[src/sv/svpb_pkg.sv]
`timescale 1ns / 1ps
// ----------------------------------------------------------------------------
// Stereo peak bar-graph package
// Shared types, widths, constants and the logarithmic threshold table of the
// stereo peak bar-graph unit.
// ----------------------------------------------------------------------------
package svpb_pkg;

   localparam int SAMPLE_BITS     = 12;
   localparam int PEAK_FRAC_BITS  = 16;
   localparam int PEAK_BITS       = SAMPLE_BITS + PEAK_FRAC_BITS;
   localparam int LEVEL_BITS      = 7;
   localparam int BYTE_NUM_BITS   = 5;
   localparam int SHIFT_BITS      = 4;
   localparam int LEDS_PER_BYTE   = 7;
   localparam int THRESH_COUNT    = 70;
   localparam int LEVEL_STEPS_DEF = 70;
   localparam int FRAME_BYTES_DEF = 20;

   localparam logic [SHIFT_BITS-1:0]  DECAY_SHIFT_RESET = 4'd8;
   localparam logic [SAMPLE_BITS-1:0] FULL_SCALE        = 12'd4095;

   localparam logic [SAMPLE_BITS-1:0] THRESHOLDS [THRESH_COUNT] = '{
      12'd11,   12'd12,   12'd13,   12'd14,   12'd15,   12'd16,   12'd18,
      12'd19,   12'd21,   12'd23,   12'd25,   12'd27,   12'd30,   12'd33,
      12'd35,   12'd39,   12'd42,   12'd46,   12'd50,   12'd55,   12'd60,
      12'd65,   12'd71,   12'd77,   12'd84,   12'd92,   12'd100,  12'd109,
      12'd119,  12'd129,  12'd141,  12'd154,  12'd168,  12'd183,  12'd199,
      12'd217,  12'd237,  12'd258,  12'd282,  12'd307,  12'd335,  12'd365,
      12'd398,  12'd434,  12'd473,  12'd516,  12'd562,  12'd613,  12'd668,
      12'd728,  12'd794,  12'd865,  12'd944,  12'd1029, 12'd1121, 12'd1223,
      12'd1333, 12'd1453, 12'd1584, 12'd1727, 12'd1883, 12'd2052, 12'd2237,
      12'd2439, 12'd2659, 12'd2899, 12'd3160, 12'd3446, 12'd3756, 12'd4095
   };

   typedef enum logic [1:0] {
      ST_IDLE,
      ST_SCAN,
      ST_DECAY,
      ST_EMIT
   } state_type;

   typedef struct packed {
      logic [SAMPLE_BITS-1:0] left_sample;
      logic [SAMPLE_BITS-1:0] right_sample;
   } req_type;

   typedef struct packed {
      logic [7:0]               frame_byte;
      logic [BYTE_NUM_BITS-1:0] byte_number;
      logic [LEVEL_BITS-1:0]    left_level;
      logic [LEVEL_BITS-1:0]    right_level;
      logic                     last_byte;
   } rsp_type;

   // Entries past the stored table read as full scale.
   function automatic logic [SAMPLE_BITS-1:0] threshold(input logic [LEVEL_BITS-1:0] idx);
      logic [SAMPLE_BITS-1:0] t;
      if (int'(idx) < THRESH_COUNT) begin
         t = THRESHOLDS[idx];
      end else begin
         t = FULL_SCALE;
      end
      return t;
   endfunction

endpackage

[src/sv/svpb_byte_builder.sv]
`timescale 1ns / 1ps
// ----------------------------------------------------------------------------
// Frame byte builder
// Forms one LED driver byte of the frame from the two bar levels. Each byte
// carries seven LEDs in bits 1 to 7; the right bar starts at the middle byte.
// ----------------------------------------------------------------------------
module svpb_byte_builder #(
   parameter int FRAME_BYTES = svpb_pkg::FRAME_BYTES_DEF
) (
   input  logic [$clog2(FRAME_BYTES)-1:0]     byte_index,
   input  logic [svpb_pkg::LEVEL_BITS-1:0]    left_level,
   input  logic [svpb_pkg::LEVEL_BITS-1:0]    right_level,
   output logic [7:0]                         frame_byte
);

   localparam int ByteW = $clog2(FRAME_BYTES);
   localparam int Half  = FRAME_BYTES / 2;
   localparam int SpanW = ByteW + 3;
   localparam int LedW  = (SpanW > svpb_pkg::LEVEL_BITS) ? SpanW : svpb_pkg::LEVEL_BITS;
   localparam int Leds  = svpb_pkg::LEDS_PER_BYTE;

   logic             right_active;
   logic [ByteW-1:0] right_group;
   logic [Leds-1:0]  left_bits;
   logic [Leds-1:0]  right_bits;

   function automatic logic [Leds-1:0] bar_bits(input logic [svpb_pkg::LEVEL_BITS-1:0] level,
                                                input logic [ByteW-1:0] group);
      logic [LedW-1:0] first;
      logic [Leds-1:0] mask;
      first = LedW'(SpanW'(group) * SpanW'(Leds));
      for (int n = 0; n < Leds; n++) begin
         mask[n] = (first + LedW'(n)) < LedW'(level);
      end
      return mask;
   endfunction

   assign right_active = byte_index >= ByteW'(Half);
   assign right_group  = byte_index - ByteW'(Half);
   assign left_bits    = bar_bits(left_level, byte_index);
   assign right_bits   = right_active ? bar_bits(right_level, right_group) : '0;
   assign frame_byte   = {left_bits | right_bits, 1'b0};

endmodule

[src/sv/stereo_vu_meter_peak_bargraph_unit.sv]
`timescale 1ns / 1ps
// ----------------------------------------------------------------------------
// Stereo peak bar-graph unit
// Holds a decaying peak per channel, maps each peak to an LED count through a
// logarithmic threshold table and sends the bar-graph frame byte by byte.
// ----------------------------------------------------------------------------
//  Channel   Direction  Handshake              Payload
//  req       in         req_valid / req_stall  req_data (left/right sample)
//  rsp       out        rsp_valid / rsp_stall  rsp_data (one frame byte)
//  csr       in         csr_wr_en              csr_wr_data (decay shift)
//
// A sample pair passes through acceptance, the left and right threshold scans,
// the two decay steps and then FRAME_BYTES result beats, in that order.
// The threshold scan uses one comparator, one table entry per cycle, and the
// two peaks decay one after the other through a single shifter and subtractor.
// Reset clears both peaks and sets the decay shift to 8.
// A stalled result beat holds the sequencer; no sample is taken until the
// final beat of the frame has been loaded into the output register.
// ----------------------------------------------------------------------------
module stereo_vu_meter_peak_bargraph_unit #(
   parameter int LEVEL_STEPS = svpb_pkg::LEVEL_STEPS_DEF,
   parameter int FRAME_BYTES = svpb_pkg::FRAME_BYTES_DEF
) (
   input  logic                            clock,
   input  logic                            reset,
   input  logic                            req_valid,
   output logic                            req_stall,
   input  svpb_pkg::req_type               req_data,
   output logic                            rsp_valid,
   input  logic                            rsp_stall,
   output svpb_pkg::rsp_type               rsp_data,
   input  logic                            csr_wr_en,
   input  logic [svpb_pkg::SHIFT_BITS-1:0] csr_wr_data
);

   localparam int IdxW  = $clog2(LEVEL_STEPS);
   localparam int ByteW = $clog2(FRAME_BYTES);
   localparam int LvlW  = svpb_pkg::LEVEL_BITS;
   localparam int PeakW = svpb_pkg::PEAK_BITS;
   localparam int SmpW  = svpb_pkg::SAMPLE_BITS;
   localparam int NumW  = svpb_pkg::BYTE_NUM_BITS;

   svpb_pkg::state_type state_ff, state_in;

   logic                             chan_ff, chan_in;
   logic [IdxW-1:0]                  idx_ff, idx_in;
   logic [PeakW-1:0]                 left_peak_ff, left_peak_in;
   logic [PeakW-1:0]                 right_peak_ff, right_peak_in;
   logic [LvlW-1:0]                  left_level_ff, left_level_in;
   logic [LvlW-1:0]                  right_level_ff, right_level_in;
   logic [ByteW-1:0]                 byte_ff, byte_in;
   logic [svpb_pkg::SHIFT_BITS-1:0]  decay_shift_ff, decay_shift_in;
   logic                             rsp_valid_ff, rsp_valid_in;
   svpb_pkg::rsp_type                rsp_data_ff, rsp_data_in;

   logic             accept;
   logic             scan_step;
   logic             decay_step;
   logic             load_beat;

   logic [PeakW-1:0] left_new;
   logic [PeakW-1:0] right_new;
   logic [SmpW-1:0]  scan_value;
   logic [SmpW-1:0]  scan_thresh;
   logic             scan_hit;
   logic             scan_end;
   logic             scan_done;
   logic [LvlW-1:0]  found_level;
   logic [PeakW-1:0] decay_src;
   logic [PeakW-1:0] decay_res;
   logic [7:0]       built_byte;

   // Datapath
   assign left_new  = {req_data.left_sample, svpb_pkg::PEAK_FRAC_BITS'(0)};
   assign right_new = {req_data.right_sample, svpb_pkg::PEAK_FRAC_BITS'(0)};

   assign scan_value  = chan_ff ? right_peak_ff[PeakW-1 -: SmpW] : left_peak_ff[PeakW-1 -: SmpW];
   assign scan_thresh = svpb_pkg::threshold(LvlW'(idx_ff));
   assign scan_hit    = scan_value < scan_thresh;
   assign scan_end    = idx_ff == IdxW'(LEVEL_STEPS - 1);
   assign scan_done   = scan_hit || scan_end;

   always_comb begin
      priority if (!scan_hit) begin
         found_level = LvlW'(LEVEL_STEPS - 1);
      end else if (idx_ff <= IdxW'(1)) begin
         found_level = LvlW'(1);
      end else begin
         found_level = LvlW'(idx_ff - IdxW'(1));
      end
   end

   assign decay_src = chan_ff ? right_peak_ff : left_peak_ff;
   assign decay_res = decay_src - (decay_src >> decay_shift_ff);

   svpb_byte_builder #(
      .FRAME_BYTES (FRAME_BYTES)
   ) u_byte_builder (
      .byte_index  (byte_ff),
      .left_level  (left_level_ff),
      .right_level (right_level_ff),
      .frame_byte  (built_byte)
   );

   // Sequencer next state
   always_comb begin
      state_in = state_ff;
      unique case (state_ff)
         svpb_pkg::ST_IDLE: begin
            if (req_valid) begin
               state_in = svpb_pkg::ST_SCAN;
            end
         end
         svpb_pkg::ST_SCAN: begin
            if (scan_done && chan_ff) begin
               state_in = svpb_pkg::ST_DECAY;
            end
         end
         svpb_pkg::ST_DECAY: begin
            if (chan_ff) begin
               state_in = svpb_pkg::ST_EMIT;
            end
         end
         svpb_pkg::ST_EMIT: begin
            if (load_beat && byte_ff == '0) begin
               state_in = svpb_pkg::ST_IDLE;
            end
         end
         default: begin
            state_in = svpb_pkg::ST_IDLE;
         end
      endcase
   end

   // Sequencer outputs
   always_comb begin
      req_stall  = 1'b1;
      accept     = 1'b0;
      scan_step  = 1'b0;
      decay_step = 1'b0;
      load_beat  = 1'b0;
      unique case (state_ff)
         svpb_pkg::ST_IDLE: begin
            req_stall = 1'b0;
            accept    = req_valid;
         end
         svpb_pkg::ST_SCAN: begin
            scan_step = 1'b1;
         end
         svpb_pkg::ST_DECAY: begin
            decay_step = 1'b1;
         end
         svpb_pkg::ST_EMIT: begin
            load_beat = !rsp_valid_ff || !rsp_stall;
         end
         default: begin
            req_stall = 1'b1;
         end
      endcase
   end

   // Register next values
   always_comb begin
      chan_in        = chan_ff;
      idx_in         = idx_ff;
      left_peak_in   = left_peak_ff;
      right_peak_in  = right_peak_ff;
      left_level_in  = left_level_ff;
      right_level_in = right_level_ff;
      byte_in        = byte_ff;
      decay_shift_in = csr_wr_en ? csr_wr_data : decay_shift_ff;
      rsp_valid_in   = rsp_valid_ff && rsp_stall;
      rsp_data_in    = rsp_data_ff;

      if (accept) begin
         chan_in = 1'b0;
         idx_in  = '0;
         if (left_new > left_peak_ff) begin
            left_peak_in = left_new;
         end
         if (right_new > right_peak_ff) begin
            right_peak_in = right_new;
         end
      end

      if (scan_step) begin
         if (scan_done) begin
            idx_in  = '0;
            chan_in = !chan_ff;
            if (chan_ff) begin
               right_level_in = found_level;
            end else begin
               left_level_in = found_level;
            end
         end else begin
            idx_in = idx_ff + IdxW'(1);
         end
      end

      if (decay_step) begin
         chan_in = !chan_ff;
         byte_in = ByteW'(FRAME_BYTES - 1);
         if (chan_ff) begin
            right_peak_in = decay_res;
         end else begin
            left_peak_in = decay_res;
         end
      end

      if (load_beat) begin
         rsp_valid_in            = 1'b1;
         rsp_data_in.frame_byte  = built_byte;
         rsp_data_in.byte_number = NumW'(byte_ff);
         rsp_data_in.left_level  = left_level_ff;
         rsp_data_in.right_level = right_level_ff;
         rsp_data_in.last_byte   = byte_ff == '0;
         byte_in                 = byte_ff - ByteW'(1);
      end
   end

   always_ff @(posedge clock) begin
      if (reset) begin
         state_ff       <= svpb_pkg::ST_IDLE;
         chan_ff        <= 1'b0;
         idx_ff         <= '0;
         left_peak_ff   <= '0;
         right_peak_ff  <= '0;
         byte_ff        <= '0;
         decay_shift_ff <= svpb_pkg::DECAY_SHIFT_RESET;
         rsp_valid_ff   <= 1'b0;
      end else begin
         state_ff       <= state_in;
         chan_ff        <= chan_in;
         idx_ff         <= idx_in;
         left_peak_ff   <= left_peak_in;
         right_peak_ff  <= right_peak_in;
         byte_ff        <= byte_in;
         decay_shift_ff <= decay_shift_in;
         rsp_valid_ff   <= rsp_valid_in;
      end
   end

   always_ff @(posedge clock) begin
      left_level_ff  <= left_level_in;
      right_level_ff <= right_level_in;
      rsp_data_ff    <= rsp_data_in;
   end

   assign rsp_valid = rsp_valid_ff;
   assign rsp_data  = rsp_data_ff;

endmodule

[config.mk]
export PLATFORM = sky130hd
export DESIGN_NAME = stereo_vu_meter_peak_bargraph_unit
export DESIGN_NICKNAME = d
export VERILOG_FILES = /design/src/sv/svpb_pkg.sv /design/src/sv/svpb_byte_builder.sv /design/src/sv/stereo_vu_meter_peak_bargraph_unit.sv
export SDC_FILE = /design/constraint.sdc
export NUM_CORES = 1
export LEC_CHECK = 0
export BUFFER_PORTS_ARGS = -buffer_cell sky130_fd_sc_hd__buf_2
export CORE_MARGIN = 2
export CORE_UTILIZATION = 35
export CTS_CLUSTER_DIAMETER = 150
export DETAILED_ROUTE_END_ITERATION = 10
export PLACE_DENSITY = 0.52
export SETUP_SLACK_MARGIN = 0.2
export SYNTH_ARGS = -nofsm -noshare
export SYNTH_HDL_FRONTEND = slang
export SYNTH_SLANG_ARGS = --single-unit
[constraint.sdc]
create_clock -name clock -period 5.3 [get_ports clock]
set_clock_uncertainty 0.05 [all_clocks]
set_input_delay 1.59 -clock clock [delete_from_list [all_inputs] [get_ports clock]]
set_output_delay 1.59 -clock clock [all_outputs]
set_load 0.005 [all_outputs]
Word-level counts from Yosys, hierarchy flattened

Memory sizes are Yosys's and may differ from the RTL's.
Cells that the tools add are included.

Flip-flop bits (word level): 117
Memory bits (read-only): 1536
Input port bits: 33
Output and inout port bits: 30
Word-level logic and storage cells: 119
Memories: 1

Add/subtract/negate cells: 17
Multipliers: 2
Magnitude comparators: 21
Equality and inequality tests: 8
Shifts and indexed selects: 1
Mux-type cells: 36
Bitwise gates (word level): 3
Reductions and logical operators: 15

Memory list:

| memory          | depth | bits a word | read ports | clocked after memory_dff | write ports | RTL line       | source |
|---|---|---|---|---|---|---|---|
| (no name shown) | 128   | 12          | 1          | 0                        | 0           | svpb_pkg.sv:60 | `t = THRESHOLDS[idx];` |

Operator list:

| kind                  | number |
|---|---|
| $mux W28              | 9 |
| $lt A8 B7 Y1          | 14 |
| $gt A28 B28 Y1        | 2 |
| $add A8 B3 Y8 const B | 6 |
| $mux W12              | 4 |
| $mux W7               | 6 |
| $add A8 B2 Y8 const B | 4 |
| $shr A28 B4 Y28       | 1 |
| $sub A28 B28 Y28      | 1 |
| $add A8 B1 Y8 const B | 2 |
| $mul A5 B3 Y8 const B | 2 |
| $lt A12 B12 Y1        | 1 |
| $mux W1               | 10 |
| $mux W5               | 2 |
| $ge A8 B8 Y1 const B  | 1 |
| $mux W2               | 4 |
| $ne A2 B2 Y1 const B  | 4 |
| $not A7 Y8            | 1 |
| $pmux W2 S4           | 1 |
| $add A7 B1 Y7 const B | 1 |
| $eq A7 B7 Y1 const B  | 1 |
| $le A7 B1 Y1 const B  | 1 |
| $lt A7 B7 Y1 const B  | 1 |
| $or A7 B7 Y7          | 1 |
| 15 further kinds      | 23 |

Longest topological paths before layout

Depth in word-level cells: 10
Gate-level depth with buffers: 21

Cells and area by module

Synthesis repeated with hierarchy kept, for this count alone.

Cells, all modules: 1572
Area, all modules: 13196.4 µm²

Modules (own cells, without submodules):

| module                             | times used | cells each | area each (µm²) | seq. area each (µm²) |
|---|---|---|---|---|
| stereo_vu_meter_peak_bargraph_unit | 1          | 1121       | 9564.2          | 2782.7 |
| svpb_byte_builder                  | 1          | 451        | 3632.2          | 0.0 |

Worst setup path before layout

No wires, ideal clock.

Kind: register -> register
Start: register byte_ff[0]
End: register rsp_data_ff (netlist bit rsp_data[22]) (data pin)
Arrival time: 4.242 ns
Required time: 4.993 ns
Path slack: 0.751 ns
Stages on the path, launching flop included: 19
Cells stage by stage: dfxtp_1 clkbuf_1 clkbuf_1 inv_1 ha_1 clkbuf_1 xor2_1 ha_1 fa_1 xor2_1 buf_1 nand2_1 nor2_1 xor2_1 ha_1 o21ai_0 a21oi_1 o21ai_0 a32o_1

Longest elaborated chain between the ends: 6
Elaborated cells on any way between the ends: 10

RTL lines:

| element                 | RTL line                                  | source |
|---|---|---|
| from (decl)             | stereo_vu_meter_peak_bargraph_unit.sv:51  | `logic [ByteW-1:0] byte_ff, byte_in;` |
| from (signal assigned)  | stereo_vu_meter_peak_bargraph_unit.sv:237 | `byte_ff <= byte_in;` |
| $sub A5 B4 Y5           | svpb_byte_builder.sv:39                   | `assign right_group = byte_index - ByteW'(Half);` |
| $mul A5 B3 Y8           | svpb_byte_builder.sv:31                   | `first = LedW'(SpanW'(group) * SpanW'(Leds));` |
| $add A8 B1 Y8           | svpb_byte_builder.sv:33                   | `mask[n] = (first + LedW'(n)) < LedW'(level);` |
| $lt A8 B7 Y1            | svpb_byte_builder.sv:33                   |  |
| $mux W7                 | svpb_byte_builder.sv:41                   | `assign right_bits = right_active ? bar_bits(right_level, right_group) : '0;` |
| $or A7 B7 Y7 *          | svpb_byte_builder.sv:42                   | `assign frame_byte = {left_bits \| right_bits, 1'b0};` |
| named net built_byte[2] | stereo_vu_meter_peak_bargraph_unit.sv:71  | `logic [7:0] built_byte;` |
| to (signal assigned)    | stereo_vu_meter_peak_bargraph_unit.sv:246 | `rsp_data_ff <= rsp_data_in;` |
| to (decl)               | stereo_vu_meter_peak_bargraph_unit.sv:54  | `svpb_pkg::rsp_type rsp_data_ff, rsp_data_in;` |

The timed path passes the listed nets; every way through them passes the cells marked *.
A chain may end at the register's enable or synchronous reset.

Final worst setup path

Start: register chan_ff
End: register left_peak_ff[17]

Longest elaborated chain between the ends: 5

RTL lines:

| element                | RTL line                                  | source |
|---|---|---|
| from (decl)            | stereo_vu_meter_peak_bargraph_unit.sv:45  | `logic chan_ff, chan_in;` |
| from (signal assigned) | stereo_vu_meter_peak_bargraph_unit.sv:233 | `chan_ff <= chan_in;` |
| $mux W28               | stereo_vu_meter_peak_bargraph_unit.sv:93  | `assign decay_src = chan_ff ? right_peak_ff : left_peak_ff;` |
| $shr A28 B4 Y28        | stereo_vu_meter_peak_bargraph_unit.sv:94  | `assign decay_res = decay_src - (decay_src >> decay_shift_ff);` |
| $sub A28 B28 Y28       | stereo_vu_meter_peak_bargraph_unit.sv:94  |  |
| $mux W28 *             | stereo_vu_meter_peak_bargraph_unit.sv:203 | `if (chan_ff) begin` |
| $mux W28 *             | stereo_vu_meter_peak_bargraph_unit.sv:200 | `if (decay_step) begin` |
| to (signal assigned)   | stereo_vu_meter_peak_bargraph_unit.sv:235 | `left_peak_ff <= left_peak_in;` |
| to (decl)              | stereo_vu_meter_peak_bargraph_unit.sv:47  | `logic [PeakW-1:0] left_peak_ff, left_peak_in;` |

Every way passes the cells marked *; elsewhere a longest branch is shown, timed or not.

==> impl_metrics.ini <==
[grt]
grt-busiest-layer = met2
grt_usage_pct = 20.1
grt_first_pass_wirelength_mm = 61.1
met2_usage_pct = 33.3
grt_max_degree = 53
grt_util_met1_pct = 27.8
antenna_found_initial = 0
grt.overflow.total = 0
grt_pass1_vias = 11000
met3_usage_pct = 2.99

[synthesis]
ys_seq_area_share_pct = 21.4
ys_seq_elements = 117
yosys_warnings = 0
syn_nets = 1808
synth_async_sr_flop_share_pct = 0
avgSynthCellArea_um2 = 8.20
syn_area_mm2 = 0.0129
synth_ff_type = dfxtp_1
synth_cells = 1572
synth.distinct_cells = 80
synth_edf_count = 41

[clock_tree]
cts_tree = built
postCtsResizedCells = 0
holdBufCountCts = 0
numCtsBuffers = 17
cts_sinks = 117
clk_latency_ps = 450
cts_setup_buffers = 0
cts_root_buf = clkbuf_16
cts_buffer_depth = 2
cts_htree_levels = 4
clk_pin_slew_ps = 60

[cells_and_area]
final_cell_mix = ha_1 (196), nor2_1 (176), a21oi_1 (133)
mostFrequentLayoutCell = ha_1
nNetsFinal = 1827
drive_above_1_share_pct = 12.4
diodes = 0
area_delta_synth_final_pct = 10.8

[setup_path]
critPathLaunchType = register
required_ps = 5620
regToRegSetupSlack_ps = 600
reg2regPathDepth = 13
crit_type = register to register
r2r-start = chan_ff
worstPathArrival_ps = 5010
r2r-end = left_peak_ff[17]
crit_path_end_kind = register
crit_fanout = 41

[routing]
avgViaCountPerCell = 5.46
avgRoutedWirePerCell_um = 18.4
detail-route-antenna-nets = 0
drt_iter0_drc = 828
drc = 0
wl_mm = 38.0
vias = 11300
dr.pass1.iters = 6

[floorplan]
ios = 63
fp.dieW_um = 196
fp.dieH_um = 196
core-area_mm2 = 0.0364
rows = 70
initial_core_util_pct = 35.4
dieArea_mm2 = 0.0384

[worst_hold_path]
whs_endpoint = rsp_data[3]
hp-start = right_level_ff[2]
hold_path_class = register to register
hold_depth = 0

[sta]
setup_viol = 0
min_period_over_period_pct = 88.6
fin_crit_ps = 4700
fin_setup_tns_ps = 0
finalHoldViolCount = 0
rsz0062_at_grt = false
tightest_slew_ps = 1190
fmax_ghz = 0.213
relSlewSlack_pct = 20.8
drv_slew = 0

[outcome]
status = complete, no violations

[placed_design]
portBuffers = 61
gp_congestion = 0.870
hpwlAfterDp_mm = 29.3

[run]
max_cap_violations = 0
worst max path at each step:
stage	from	to	slack (ps)	depth (start not counted)
after floorplan	byte_ff[0]	rsp_data[22]	750	18
after global placement	chan_ff	left_peak_ff[21]	510	13
after detailed placement	chan_ff	right_peak_ff[20]	500	14
after CTS	chan_ff	right_peak_ff[21]	480	14
after global routing	idx_ff[0]	right_level_ff[3]	260	16
final	chan_ff	left_peak_ff[17]	600	13
per-layer routing:
| layer | routed length [um] | vias up |
|---|---|---|
| met2 | 17600 | 245 |
| met5 | 0 | - |
| li1 | - | 5666 |
| met1 | 18600 | 5376 |
| met4 | 387 | 0 |
| met3 | 1400 | 29 |
stage by stage:
stage | std cells | util, % | cell area, um2 | hold WS [ps] | worst slack, ps
6_report | 2071 | 39.2 | 14300 | 400 | 603
5_1_grt | 2071 | 39.2 | 14300 | 432 | 255
4_1_cts | 2071 | 39.1 | 14300 | 403 | 478
3_5_place_dp | 2040 | 37.5 | 13700 | 391 | 498
3_3_place_gp | 2040 | 37.5 | 13700 | 395 | 508
2_1_floorplan | 1572 | - | 12900 | 376 | 751
critical path, cell delays in order, from the launching register on:
cell and delay (ps):
dfxtp_4 490, o21ai_0 700, mux2i_1 270, mux4_2 550, mux2_2 290, ha_1 330, a21o_1 220, a211oi_1 300
a211o_1 230, nand2_1 110, a31o_2 290, a221oi_1 440, xor2_1 130, a211oi_1 210
cell families (layout without fill, tap and decap cells):
logic type      after synthesis  after routing  synth area share (%)
simple gates                468            468                  16.8
compound gates              391            391                  19.3
fa+ha+maj                   204            204                  20.2
buf+inv                     184            215                  5.60
flops                       117            117                  21.4
mux                         107            107                  9.75
xor+xnor                    100            100                  6.91
other cells                   1              1                0.0291
sequential cells by signal, summed over array words and instances (netlist names):
register	count
byte_ff	5
chan_ff	1
decay_shift_ff	4
idx_ff	7
left_level_ff	7
left_peak_ff	28
right_level_ff	7
right_peak_ff	28
rsp_data	27
rsp_valid	1
state_ff	2
final cells by class:
| type | count | area, um2 |
|---|---|---|
| clock inverter | 10 | 120 |
| clock buffer | 21 | 490 |
| inverter | 93 | 349 |
| sequential | 117 | 2760 |
| multi-input combinational | 1271 | 9410 |
| timing repair buffer | 91 | 556 |
| tap | 468 | 586 |
| fill | 3744 | 22200 |
synth_stat cells, types with 4 or more instances:
cell type | n | area (um2)
a211oi_1 | 30 | 225
a21o_1 | 28 | 210
a21oi_1 | 133 | 666
a221oi_1 | 6 | 52.6
a22oi_1 | 6 | 45.0
a31oi_1 | 23 | 144
and2_1 | 8 | 50.1
and3_1 | 8 | 50.1
buf_1 | 10 | 37.5
buf_2 | 10 | 50.1
clkbuf_1 | 67 | 251
dfxtp_1 | 76 | 1520
edfxtp_1 | 41 | 1230
fa_1 | 7 | 140
ha_1 | 196 | 2450
inv_1 | 87 | 327
inv_2 | 4 | 15.0
mux2_2 | 38 | 428
mux2i_1 | 58 | 581
mux4_2 | 11 | 248
nand2_1 | 110 | 413
nand2b_1 | 23 | 144
nand3_1 | 44 | 220
nand4_1 | 10 | 62.6
nand4b_1 | 7 | 61.3
nor2_1 | 178 | 668
nor2b_1 | 14 | 87.6
nor3_1 | 26 | 130
nor4_1 | 7 | 43.8
o211ai_1 | 10 | 75.1
o21a_1 | 7 | 52.6
o21ai_0 | 80 | 400
o21ai_1 | 6 | 30.0
o21bai_1 | 8 | 60.1
o31ai_1 | 7 | 52.6
or2_2 | 4 | 25.0
or3_1 | 11 | 68.8
or4_1 | 5 | 37.5
xnor2_1 | 54 | 473
xor2_1 | 44 | 385
Power is not shown: default switching activity piles up to over one toggle a cycle in this logic, so the estimate is an artifact.
